File: config.mk
export PLATFORM = sky130hd
export DESIGN_NAME = msp_frame_parser
export DESIGN_NICKNAME = d
export VERILOG_FILES = /design/src/msp_pkg.sv /design/src/msp_ctrl.sv /design/src/msp_datapath.sv /design/src/msp_frame_parser.sv
export VERILOG_INCLUDE_DIRS = /design/src /design/src/src
export SDC_FILE = /design/constraint.sdc
export NUM_CORES = 1
export LEC_CHECK = 0
export ABC_CLOCK_PERIOD_IN_PS = 2500
export BUFFER_PORTS_ARGS = -buffer_cell sky130_fd_sc_hd__buf_2
export CORE_MARGIN = 4
export CORE_UTILIZATION = 55
export DETAILED_ROUTE_END_ITERATION = 16
export GPL_TIMING_DRIVEN = 0
export PLACE_DENSITY = 0.75
export SLEW_MARGIN = 20
export SYNTH_ARGS = -nofsm -noshare
export SYNTH_HDL_FRONTEND = slang
export SYNTH_SLANG_ARGS = --single-unit
File: constraint.sdc
create_clock -name clk -period 2.5 [get_ports clk]
set_input_delay 0.125 -clock clk [delete_from_list [all_inputs] [get_ports clk]]
set_output_delay 0.125 -clock clk [all_outputs]
set_load 0.005 [all_outputs]
File: src/msp_frame_parser_defines.svh
// Assertion helpers used by the frame parser datapath.
`ifndef MSP_FRAME_PARSER_DEFINES_SVH
`define MSP_FRAME_PARSER_DEFINES_SVH

// The consequent must hold in the same cycle as the antecedent.
`define MSP_ASSERT_SAME(label, clk, rst_n, ante, cons) \
  label: assert property (@(posedge clk) disable iff (!rst_n) (ante) |-> (cons)) \
    else $error("msp_frame_parser: assertion failed");

// The consequent must hold in the cycle after the antecedent.
`define MSP_ASSERT_NEXT(label, clk, rst_n, ante, cons) \
  label: assert property (@(posedge clk) disable iff (!rst_n) (ante) |=> (cons)) \
    else $error("msp_frame_parser: assertion failed");

`endif

File: src/msp_pkg.sv
`default_nettype none

package msp_pkg;

  localparam logic [7:0] CHAR_DOLLAR = 8'h24;
  localparam logic [7:0] CHAR_M      = 8'h4D;
  localparam logic [7:0] CHAR_LT     = 8'h3C;

  typedef enum logic [1:0] {
    KIND_OTHER   = 2'd0,
    KIND_PAYLOAD = 2'd1,
    KIND_EMPTY   = 2'd2
  } kind_t;

  typedef struct packed {
    logic cap_size;
    logic cap_cmd;
    logic store_byte;
    logic load_pass;
    logic load_empty;
    logic emit_start;
    logic emit_rd;
    logic load_payload;
  } cmd_t;

  typedef struct packed {
    logic is_dollar;
    logic is_m;
    logic is_lt;
    logic size_ok;
    logic fill_lt_len;
    logic csum_ok;
    logic len_zero;
    logic emit_last;
    logic out_free;
  } status_t;

endpackage

`default_nettype wire

File: src/msp_ctrl.sv
`default_nettype none

module msp_ctrl (
  input  wire logic            clk,
  input  wire logic            rst_n,
  input  wire logic            in_tvalid,
  output logic                 in_tready,
  input  wire msp_pkg::status_t status,
  output msp_pkg::cmd_t        cmd
);
  import msp_pkg::*;

  typedef enum logic [7:0] {
    ST_IDLE    = 8'b0000_0001,
    ST_DOLLAR  = 8'b0000_0010,
    ST_M       = 8'b0000_0100,
    ST_ARROW   = 8'b0000_1000,
    ST_SIZE    = 8'b0001_0000,
    ST_CMD     = 8'b0010_0000,
    ST_EMIT_RD = 8'b0100_0000,
    ST_EMIT_WR = 8'b1000_0000
  } state_t;

  state_t state_r;
  state_t state_nxt;
  logic   parsing;
  logic   in_fire;

  assign parsing   = (state_r != ST_EMIT_RD) && (state_r != ST_EMIT_WR);
  assign in_tready = parsing && status.out_free;
  assign in_fire   = in_tvalid && in_tready;

  always_comb begin
    state_nxt = state_r;
    cmd       = '0;
    unique case (state_r)
      ST_IDLE: begin
        if (in_fire) begin
          if (status.is_dollar) begin
            state_nxt = ST_DOLLAR;
          end else begin
            cmd.load_pass = 1'b1;
          end
        end
      end
      ST_DOLLAR: begin
        if (in_fire) begin
          state_nxt = status.is_m ? ST_M : ST_IDLE;
        end
      end
      ST_M: begin
        if (in_fire) begin
          state_nxt = status.is_lt ? ST_ARROW : ST_IDLE;
        end
      end
      ST_ARROW: begin
        if (in_fire) begin
          if (status.size_ok) begin
            cmd.cap_size = 1'b1;
            state_nxt    = ST_SIZE;
          end else begin
            state_nxt = ST_IDLE;
          end
        end
      end
      ST_SIZE: begin
        if (in_fire) begin
          cmd.cap_cmd = 1'b1;
          state_nxt   = ST_CMD;
        end
      end
      ST_CMD: begin
        if (in_fire) begin
          priority if (status.fill_lt_len) begin
            cmd.store_byte = 1'b1;
          end else if (status.csum_ok && status.len_zero) begin
            cmd.load_empty = 1'b1;
            state_nxt      = ST_IDLE;
          end else if (status.csum_ok) begin
            cmd.emit_start = 1'b1;
            state_nxt      = ST_EMIT_RD;
          end else begin
            state_nxt = ST_IDLE;
          end
        end
      end
      ST_EMIT_RD: begin
        cmd.emit_rd = 1'b1;
        state_nxt   = ST_EMIT_WR;
      end
      ST_EMIT_WR: begin
        if (status.out_free) begin
          cmd.load_payload = 1'b1;
          state_nxt        = status.emit_last ? ST_IDLE : ST_EMIT_RD;
        end
      end
      default: begin
        state_nxt = ST_IDLE;
      end
    endcase
  end

  always_ff @(posedge clk) begin
    if (!rst_n) begin
      state_r <= ST_IDLE;
    end else begin
      state_r <= state_nxt;
    end
  end

endmodule

`default_nettype wire

File: src/msp_datapath.sv
`default_nettype none

`include "msp_frame_parser_defines.svh"

module msp_datapath #(
  parameter int BUF_DEPTH = 64
) (
  input  wire logic             clk,
  input  wire logic             rst_n,
  input  wire logic [7:0]       in_byte,
  input  wire msp_pkg::cmd_t    cmd,
  output msp_pkg::status_t      status,
  output logic                  out_tvalid,
  input  wire logic             out_tready,
  output logic [31:0]           out_tdata,
  output logic                  out_tlast,
  output logic [1:0]            out_tuser
);
  import msp_pkg::*;

  localparam int ADDR_W = (BUF_DEPTH > 1) ? $clog2(BUF_DEPTH) : 1;

  logic [7:0] payload_mem [BUF_DEPTH];
  logic [7:0] rd_data_r;

  logic [6:0] declared_len_r, declared_len_nxt;
  logic [6:0] fill_count_r, fill_count_nxt;
  logic [7:0] running_xor_r, running_xor_nxt;
  logic [7:0] frame_command_r, frame_command_nxt;
  logic [5:0] emit_idx_r, emit_idx_nxt;

  logic       out_valid_r, out_valid_nxt;
  kind_t      out_kind_r, out_kind_nxt;
  logic [7:0] out_data_r, out_data_nxt;
  logic [7:0] out_cmd_r, out_cmd_nxt;
  logic [6:0] out_len_r, out_len_nxt;
  logic [5:0] out_idx_r, out_idx_nxt;
  logic       out_last_r, out_last_nxt;

  logic       out_load;

  assign status.is_dollar   = (in_byte == CHAR_DOLLAR);
  assign status.is_m        = (in_byte == CHAR_M);
  assign status.is_lt       = (in_byte == CHAR_LT);
  assign status.size_ok     = (in_byte <= 8'(BUF_DEPTH));
  assign status.fill_lt_len = (fill_count_r < declared_len_r);
  assign status.csum_ok     = (running_xor_r == in_byte);
  assign status.len_zero    = (declared_len_r == 7'd0);
  assign status.emit_last   = (({1'b0, emit_idx_r} + 7'd1) == declared_len_r);
  assign status.out_free    = !out_valid_r || out_tready;

  assign out_load = cmd.load_pass || cmd.load_empty || cmd.load_payload;

  always_comb begin
    declared_len_nxt  = declared_len_r;
    fill_count_nxt    = fill_count_r;
    running_xor_nxt   = running_xor_r;
    frame_command_nxt = frame_command_r;
    emit_idx_nxt      = emit_idx_r;
    if (cmd.cap_size) begin
      declared_len_nxt = 7'(in_byte);
      fill_count_nxt   = 7'd0;
      running_xor_nxt  = in_byte;
    end
    if (cmd.cap_cmd) begin
      frame_command_nxt = in_byte;
      running_xor_nxt   = running_xor_r ^ in_byte;
    end
    if (cmd.store_byte) begin
      running_xor_nxt = running_xor_r ^ in_byte;
      fill_count_nxt  = fill_count_r + 7'd1;
    end
    if (cmd.emit_start) begin
      emit_idx_nxt = 6'd0;
    end
    if (cmd.load_payload) begin
      emit_idx_nxt = emit_idx_r + 6'd1;
    end
  end

  always_comb begin
    out_valid_nxt = out_load ? 1'b1 : (out_tready ? 1'b0 : out_valid_r);
    out_kind_nxt  = out_kind_r;
    out_data_nxt  = out_data_r;
    out_cmd_nxt   = out_cmd_r;
    out_len_nxt   = out_len_r;
    out_idx_nxt   = out_idx_r;
    out_last_nxt  = out_last_r;
    priority if (cmd.load_pass) begin
      out_kind_nxt = KIND_OTHER;
      out_data_nxt = in_byte;
      out_cmd_nxt  = 8'd0;
      out_len_nxt  = 7'd0;
      out_idx_nxt  = 6'd0;
      out_last_nxt = 1'b1;
    end else if (cmd.load_empty) begin
      out_kind_nxt = KIND_EMPTY;
      out_data_nxt = 8'd0;
      out_cmd_nxt  = frame_command_r;
      out_len_nxt  = 7'd0;
      out_idx_nxt  = 6'd0;
      out_last_nxt = 1'b1;
    end else if (cmd.load_payload) begin
      out_kind_nxt = KIND_PAYLOAD;
      out_data_nxt = rd_data_r;
      out_cmd_nxt  = frame_command_r;
      out_len_nxt  = declared_len_r;
      out_idx_nxt  = emit_idx_r;
      out_last_nxt = status.emit_last;
    end else begin
      out_kind_nxt = out_kind_r;
    end
  end

  always_ff @(posedge clk) begin
    if (cmd.store_byte) begin
      payload_mem[fill_count_r[ADDR_W-1:0]] <= in_byte;
    end
    if (cmd.emit_rd) begin
      rd_data_r <= payload_mem[emit_idx_r[ADDR_W-1:0]];
    end
  end

  always_ff @(posedge clk) begin
    if (!rst_n) begin
      declared_len_r  <= 7'd0;
      fill_count_r    <= 7'd0;
      running_xor_r   <= 8'd0;
      frame_command_r <= 8'd0;
      emit_idx_r      <= 6'd0;
      out_valid_r     <= 1'b0;
    end else begin
      declared_len_r  <= declared_len_nxt;
      fill_count_r    <= fill_count_nxt;
      running_xor_r   <= running_xor_nxt;
      frame_command_r <= frame_command_nxt;
      emit_idx_r      <= emit_idx_nxt;
      out_valid_r     <= out_valid_nxt;
    end
  end

  always_ff @(posedge clk) begin
    out_kind_r <= out_kind_nxt;
    out_data_r <= out_data_nxt;
    out_cmd_r  <= out_cmd_nxt;
    out_len_r  <= out_len_nxt;
    out_idx_r  <= out_idx_nxt;
    out_last_r <= out_last_nxt;
  end

  assign out_tvalid = out_valid_r;
  assign out_tdata  = {3'b000, out_idx_r, out_len_r, out_cmd_r, out_data_r};
  assign out_tlast  = out_last_r;
  assign out_tuser  = out_kind_r;

  `MSP_ASSERT_SAME(a_load_into_free_slot, clk, rst_n, out_load, status.out_free)
  `MSP_ASSERT_SAME(a_store_within_frame, clk, rst_n, cmd.store_byte,
                   fill_count_r < declared_len_r)
  `MSP_ASSERT_SAME(a_emit_within_frame, clk, rst_n, cmd.load_payload,
                   ({1'b0, emit_idx_r} < declared_len_r))
  `MSP_ASSERT_NEXT(a_len_fits_buffer, clk, rst_n, cmd.cap_size,
                   declared_len_r <= 7'(BUF_DEPTH))

endmodule

`default_nettype wire

File: src/msp_frame_parser.sv
`default_nettype none

// Request frame parser for a serial control protocol: each input transfer carries one
// received byte. Frames of the form '$' 'M' '<' size command payload checksum are
// recognised; a matching XOR checksum over size, command and payload releases the
// payload as one output transfer per byte (tlast on the final byte), or a single
// empty-frame transfer when the size is zero. Bad checksums and sizes above BUF_DEPTH
// drop the frame silently, and bytes seen while idle that are not '$' pass straight
// out as other data. While a frame is being parsed one byte is taken every cycle as
// long as the output register is free or being emptied. While a valid frame is emitted,
// each payload byte goes through the registered read of the payload buffer followed by
// the load of the output register, and no input is taken during that time.
module msp_frame_parser #(
  parameter int BUF_DEPTH = 64
) (
  input  wire logic        clk,
  input  wire logic        rst_n,
  input  wire logic        in_tvalid,
  output logic             in_tready,
  input  wire logic [7:0]  in_tdata,   // rx_byte
  output logic             out_tvalid,
  input  wire logic        out_tready,
  output logic [31:0]      out_tdata,  // data_byte, command, payload_len, byte_index, zero fill
  output logic             out_tlast,
  output logic [1:0]       out_tuser   // kind
);
  import msp_pkg::*;

  cmd_t    cmd;
  status_t status;

  msp_ctrl u_ctrl (
    .clk       (clk),
    .rst_n     (rst_n),
    .in_tvalid (in_tvalid),
    .in_tready (in_tready),
    .status    (status),
    .cmd       (cmd)
  );

  msp_datapath #(
    .BUF_DEPTH (BUF_DEPTH)
  ) u_datapath (
    .clk        (clk),
    .rst_n      (rst_n),
    .in_byte    (in_tdata),
    .cmd        (cmd),
    .status     (status),
    .out_tvalid (out_tvalid),
    .out_tready (out_tready),
    .out_tdata  (out_tdata),
    .out_tlast  (out_tlast),
    .out_tuser  (out_tuser)
  );

endmodule

`default_nettype wire
==> key figures, run 1 <==
Status
  – Status: finished, violations left
  – Failing checks: negative setup slack

Drt
  – DRT antenna net count: 0
  – DR WL/cell: 28.0 um
  – M1 WL: 23100 um
  – Top sig layer: met4
  – Number of remaining DRC errors: 0
  – Initial drt markers: 1734
  – Met2 WL: 29500 um
  – WL met3: 5880 um
  – Final WL: 60700 um
  – Vias per cell: 6.37
  – DR pass1 iterations: 5
  – Via Count: 13800

STA
  – Setup_tns: -29.20 ns
  – Setup Skew: 0.0201 ns
  – Fin worst setup slack: -0.167 ns
  – Final setup viols: 506
  – Period utilization: 1.07
  – Minimum clock period: 2.67 ns
  – Slew HR: 0.269
  – Final Max Tran Viols: 0
  – RSZ-0062 raised after global routing: yes
  – Hold WS: 0.0402 ns
  – Achievable Freq: 0.375 GHz
  – Final hold viol count: 0
  – Worst slew pin tran: 1.09 ns

GRT
  – GRT Total Usage: 0.251
  – Initial antenna violation count: 0
  – Vias in the first global route: 13600
  – First-pass GRT wire length: 87200 um
  – Largest net degree at the start of global routing: 71
  – Grt total ovfl: 0

Synthesis
  – Syn. warnings: 0
  – Ys flop type: edfxtp_1
  – Post-synth EDFFs: 528
  – Mapped cell area: 0.0239 sq mm
  – Seq/Total Area, Yosys: 0.721
  – Seq cells post-synth: 597
  – Yosys cell types: 60
  – Ys async rst share: 0
  – Avg Inst Size Synth: 18.0 sq um
  – Cell count after synthesis: 1328

Setup path
  – Crit-path leading delay family: simple AND/OR/NAND/NOR gates
  – Crit. End Element: register
  – Critical Path End: u_datapath.payload_mem[2][3]
  – Worst setup path start: u_ctrl.state_r[7]
  – Critical Path Start Type: register
  – Worst path bufs/invs: 4
  – Most used cell, CP: buf_6
  – Req. time, crit path: 2.83 ns
  – CP Cell Sequence: nor4_4 -> nand4_1 -> buf_6 -> a211oi_4 -> nand2_2 -> nor2_4 -> nand3b_1 -> buf_6 -> buf_6 -> nor2_4 -> buf_12
  – Crit-path max cell delay: 0.37 ns
  – Crit-path slowest cell: dfxtp_4
  – WS Path Type: register to register
  – Worst reg2reg setup slack: -0.17 ns
  – Crit path depth: 11
  – R2r worst-path depth: 11
  – Critical-path maximum fanout: 8
  – FF-to-FF End: u_datapath.payload_mem[2][3]
  – Arrival @ worst endpoint: 2.99 ns
  – R2R Path Start: u_ctrl.state_r[7]

Finish
  – Cell Count, Final, Fillers Out: 2167
  – Most frequent cells in the layout: edfxtp_1 (528), mux4_2 (144), nor2_4 (66)
  – Final Cell Area: 0.0294 sq mm
  – P&R area growth vs syn: 23.1%
  – Layout cells sized above 1: 0.379
  – Most common cell after layout, fill and taps aside: edfxtp_1
  – # diodes: 0
  – Layout net count: 1557

Placed design
  – Dpl hpwl: 33900 um
  – Placed Area: 0.0251 sq mm
  – DP Cell Count: 1960
  – Port Buf Inserts: 45
  – Gpl congestion: 0.878

Floorplanning
  – Initial Util: 0.556
  – Die height: 216 um
  – Core area: 0.0430 sq mm
  – # IOs: 49
  – Row cnt: 76
  – Die width: 216 um
  – Die ar.: 0.0468 sq mm

Pwr
  – Seq pwr share: 0.560
  – Pint: 15400 uW
  – Comb pwr share: 0.017
  – Cell Pwr Density: 659 mW/mm^2
  – Sw Ratio: 0.205
  – Leak: 0.00937 uW
  – Worst VDD drop: 670 uV
  – Clock power frac: 0.423
  – Power consumption: 19400 uW
  – Sw Pwr: 3980 uW

Worst hold path
  – WHS Path Cells: 2
  – Hold WC Path Type: input port to register

Clocking
  – Max clock buf depth: 3
  – CTS sink cnt: 597
  – CTS HTree Levels: 2
  – Num CTS Buffers: 56
  – CTS tree: done
  – CTS root buf: clkbuf_16
  – Clk_lat worst skew: 0.62 ns
  – CTS clk-pin slew, worst paths: 0.07 ns

Flow run
  – Max-cap violations: 0
==> routing by layer <==
metal / GRT usage / vias up
li1: - / 5746
met2: 0.404 / 868
met3: 0.0480 / 152
met1: 0.352 / 7047
met4: 0.0864 / 0
met5: 0 / -
==> cells in the mapped netlist (all sizes together) (3+ instances only) <==
cell | instances | area (sq um)
dfxtp | 69 | 1380
or3 | 3 | 18.8
a22oi | 16 | 120
nor2 | 129 | 484
xor2 | 14 | 123
mux4 | 144 | 3240
clkbuf | 38 | 143
nand3 | 19 | 100
and2 | 3 | 18.8
nor3 | 8 | 40.0
nand2 | 58 | 218
edfxtp | 528 | 15900
a211oi | 10 | 80.1
a31oi | 9 | 62.6
nor4 | 7 | 58.8
o22ai | 9 | 56.3
o221ai | 8 | 70.1
and4b | 3 | 31.3
mux2i | 40 | 400
nand2b | 7 | 43.8
buf | 48 | 265
xnor2 | 9 | 78.8
o21ai | 26 | 130
and3 | 4 | 25.0
a21oi | 36 | 184
ha | 8 | 100
mux2 | 7 | 78.8
nor3b | 5 | 37.5
nor2b | 9 | 56.3
o2111ai | 3 | 26.3
nand4 | 6 | 37.5
a22o | 8 | 70.1
inv | 13 | 48.8
==> what timing repair did <==
item / CTS / global route
buffers inserted: 83 / 26
hold buffers: 1 / 2
gates resized for setup: 234 / 92
pin swaps: 68 / 39
endpoints found under the setup margin: 588 / 573
hold endpoints to repair: 2 / 42
cloned: 0 / 1
==> through the flow <==
step / worst slack, ns / util
4_1_cts: -0.114 / 0.671
3_3_place_gp: -1.43 / 0.584
5_1_grt: -0.192 / 0.684
3_5_place_dp: -1.55 / 0.584
6_report: -0.167 / 0.684
2_1_floorplan: -0.163 / -
==> final cells by class <==
cell class | instances | area (sq um)
Sequential cell | 597 | 17300
Clock inverter | 31 | 235
Inverter | 14 | 55.1
Multi-Input combinational cell | 633 | 7130
Timing Repair Buffer | 157 | 1830
Buffer | 78 | 652
Tap cell | 585 | 732
Fill cell | 2596 | 13600
Clock buffer | 72 | 1500
==> power groups by stage <==
stage	logic, uW	registers, uW	clock network, uW
6_report	331	10800	8190
5_1_grt	355	10800	8660
2_1_floorplan	99.0	11100	0
3_5_place_dp	296	11100	0
4_1_cts	307	10900	8210
3_3_place_gp	281	11100	0
==> registers in the layout, summed over array words and instances (netlist names) <==
register and cells:
u_datapath.out_data_r 8, u_datapath.out_tlast 1, u_datapath.emit_idx_r 6, u_datapath.out_len_r 7, u_datapath.out_cmd_r 8, u_datapath.rd_data_r 8
u_datapath.frame_command_r 8, u_datapath.out_idx_r 6, u_datapath.fill_count_r 7, u_datapath.declared_len_r 7, u_datapath.running_xor_r 8, u_datapath.payload_mem 512
u_datapath.out_tvalid 1, u_ctrl.state_r 8, u_datapath.out_tuser 2
==> logic make-up after synthesis <==
group / share of synthesized area
mux: 0.156
simple gates: 0.0524
fa+ha+maj: 0.00419
flops: 0.721
buf+inv: 0.0193
xor+xnor: 0.00843
other cells: 0.000157
compound gates: 0.0383
==> worst min-delay path by stage <==
stage | slack (ns) | start | endpoint
final | 0.04 | in_tdata[6] | u_datapath.payload_mem[20][6]
after global routing | 0.01 | in_tdata[6] | u_datapath.payload_mem[62][6]
after CTS | 0.02 | out_tready | u_ctrl.state_r[7]
after detailed placement | 0.45 | u_datapath.out_idx_r[1] | u_datapath.out_idx_r[1]
after global placement | 0.44 | u_datapath.out_idx_r[2] | u_datapath.out_idx_r[2]
after floorplan | 0.22 | in_tdata[0] | u_datapath.payload_mem[0][0]
(Power assumes the default switching activity.)
==> inputs of run 2 (changes only) <==
CORE_MARGIN = 8   (was 4)
==> key figures, run 2 (synthesis gave the netlist of run 1 again) <==
Status
  – Status: finished, violations left
  – Failing checks: negative hold slack, negative setup slack

Worst hold path
  – Min-Delay Endpoint: u_datapath.payload_mem[23][5]
  – Hold Crit Start: in_tdata[5]
  – Hold WC Path Type: input port to register
  – WHS Path Cells: 1

Setup path
  – Crit. End Element: register
  – Crit-path slowest cell: dfxtp_4
  – Req. time, crit path: 2.84 ns
  – R2r worst-path depth: 12
  – CP Cell Sequence: inv_1 -> ha_4 -> a21oi_4 -> o21ai_4 -> a211oi_4 -> nand2_2 -> nor2_4 -> nand3b_1 -> buf_12 -> buf_6 -> nor2_4 -> buf_12
  – WS Path Type: register to register
  – R2R Path Start: u_datapath.declared_len_r[6]
  – Critical-path maximum fanout: 8
  – FF-to-FF End: u_datapath.payload_mem[2][6]
  – Crit-path leading delay family: compound AO/OA/AOI/OAI gates
  – Worst path bufs/invs: 4
  – Critical Path Start Type: register
  – Crit-path max cell delay: 0.36 ns
  – Worst setup path start: u_datapath.declared_len_r[6]
  – Arrival @ worst endpoint: 2.98 ns
  – Worst reg2reg setup slack: -0.14 ns

Pwr
  – Comb pwr share: 0.018
  – Sw Pwr: 4000 uW
  – Worst VDD drop: 634 uV
  – Sw Ratio: 0.205
  – Power consumption: 19600 uW
  – Pint: 15600 uW
  – Leak: 0.00945 uW
  – Clock power frac: 0.427
  – Cell Pwr Density: 661 mW/mm^2
  – Seq pwr share: 0.554

STA
  – Final setup viols: 466
  – Achievable Freq: 0.378 GHz
  – Final Max Tran Viols: 0
  – Period utilization: 1.06
  – Final hold viol count: 7
  – Minimum clock period: 2.64 ns
  – Setup_tns: -26.72 ns
  – Fin worst setup slack: -0.143 ns
  – Worst slew pin tran: 1.12 ns
  – RSZ-0062 raised after global routing: yes
  – Slew HR: 0.249
  – Setup Skew: 0.0241 ns
  – Hold WS: -0.00523 ns

Drt
  – Number of remaining DRC errors: 0
  – Met2 WL: 30400 um
  – M1 WL: 23200 um
  – DR pass1 iterations: 6
  – DRT antenna net count: 0
  – Top sig layer: met4
  – Via Count: 13900
  – Vias per cell: 6.39
  – Initial drt markers: 1935
  – DR WL/cell: 28.3 um
  – WL met3: 5520 um
  – Final WL: 61700 um

Placed design
  – Placed Area: 0.0251 sq mm
  – DP Cell Count: 1960
  – Dpl hpwl: 34000 um
  – Port Buf Inserts: 45
  – Gpl congestion: 0.873

Floorplanning
  – Die height: 224 um
  – Initial Util: 0.556
  – Row cnt: 76
  – Die width: 224 um
  – # IOs: 49
  – Die ar.: 0.0504 sq mm
  – Core area: 0.0430 sq mm

Finish
  – Footprint of the multi-input gates: 0.00710 sq mm
  – Final Cell Area: 0.0296 sq mm
  – Final core occ: 0.689
  – Most common cell after layout, fill and taps aside: edfxtp_1
  – Most frequent cells in the layout: edfxtp_1 (528), mux4_2 (144), nor2_4 (67)
  – Layout cells sized above 1: 0.378
  – Layout net count: 1566
  – Cell Count, Final, Fillers Out: 2179
  – # diodes: 0
  – Max reg flops: 512
  – Register area: 0.0173 sq mm
  – P&R area growth vs syn: 24.0%
  – Fillcell total: 2607

Clocking
  – CTS sink cnt: 597
  – CTS clk-pin slew, worst paths: 0.06 ns
  – Max clock buf depth: 3
  – CTS tree: done
  – Num CTS Buffers: 56
  – CTS HTree Levels: 2
  – CTS root buf: clkbuf_16
  – Clk_lat worst skew: 0.63 ns

GRT
  – First-pass GRT wire length: 86400 um
  – Initial antenna violation count: 2
  – Vias in the first global route: 13600
  – GRT Total Usage: 0.229
  – Largest net degree at the start of global routing: 71
  – Grt total ovfl: 0

Flow run
  – Max-cap violations: 0
run 2: power groups by stage:
| stage | Clock, uW | Combinational [uW] | Sequential (uW) |
|---|---|---|---|
| CTS | 8400 | 303 | 10900 |
| detailed placement | 0 | 296 | 11100 |
| global route | 8780 | 382 | 10800 |
| global placement | 0 | 281 | 11100 |
| finish | 8370 | 361 | 10800 |
| floorplan | 0 | 99.0 | 11100 |
run 2: worst reg2reg max path: cells and delay by family, from the launching register on:
| kind | cells | cell delay (ns) |
|---|---|---|
| AOI/OAI and AO/OA | 3 | 0.62 |
| adders and majority gates | 1 | 0.22 |
| buffers and inverters | 4 | 0.59 |
| DFF | 1 | 0.36 |
| and+or+nand+nor | 4 | 0.57 |
run 2: worst max path at each step:
stage                                         end  cells past startpoint
finish               u_datapath.payload_mem[2][6]                     12
global route         u_datapath.payload_mem[2][5]                     12
CTS                  u_datapath.payload_mem[2][0]                     11
detailed placement   u_datapath.payload_mem[2][7]                      9
global placement    u_datapath.payload_mem[10][7]                      9
floorplan           u_datapath.payload_mem[30][0]                      9
run 2: repair_timing:
action | in CTS | in global routing
buffers inserted | 86 | 21
cloned | 0 | 3
setup endpoints to repair | 588 | 563
gates resized for setup | 222 | 104
hold buffers | 1 | 11
pin swaps | 66 | 28
endpoints found under the hold margin | 2 | 105
run 2: routing by layer:
layer | vias up | GRT usage
li1 | 5775 | -
met1 | 7126 | 0.309
met2 | 864 | 0.374
met3 | 156 | 0.0389
met4 | 0 | 0.0893
met5 | - | 0
run 2: layout make-up:
type	count	area share
Tap cell	585	0.0247
Clock inverter	44	0.0124
Timing Repair Buffer	167	0.0678
Buffer	77	0.0225
Clock buffer	62	0.0481
Inverter	14	0.00177
Multi-Input combinational cell	633	0.240
Sequential cell	597	0.583
run 2: metrics by stage:
step / setup WS [ns] / hold WS [ns]
2_1_floorplan: -0.163 / 0.224
3_3_place_gp: -1.40 / 0.441
3_5_place_dp: -1.57 / 0.452
4_1_cts: -0.0777 / 0.0240
5_1_grt: -0.252 / 0.00193
6_report: -0.143 / -0.00523
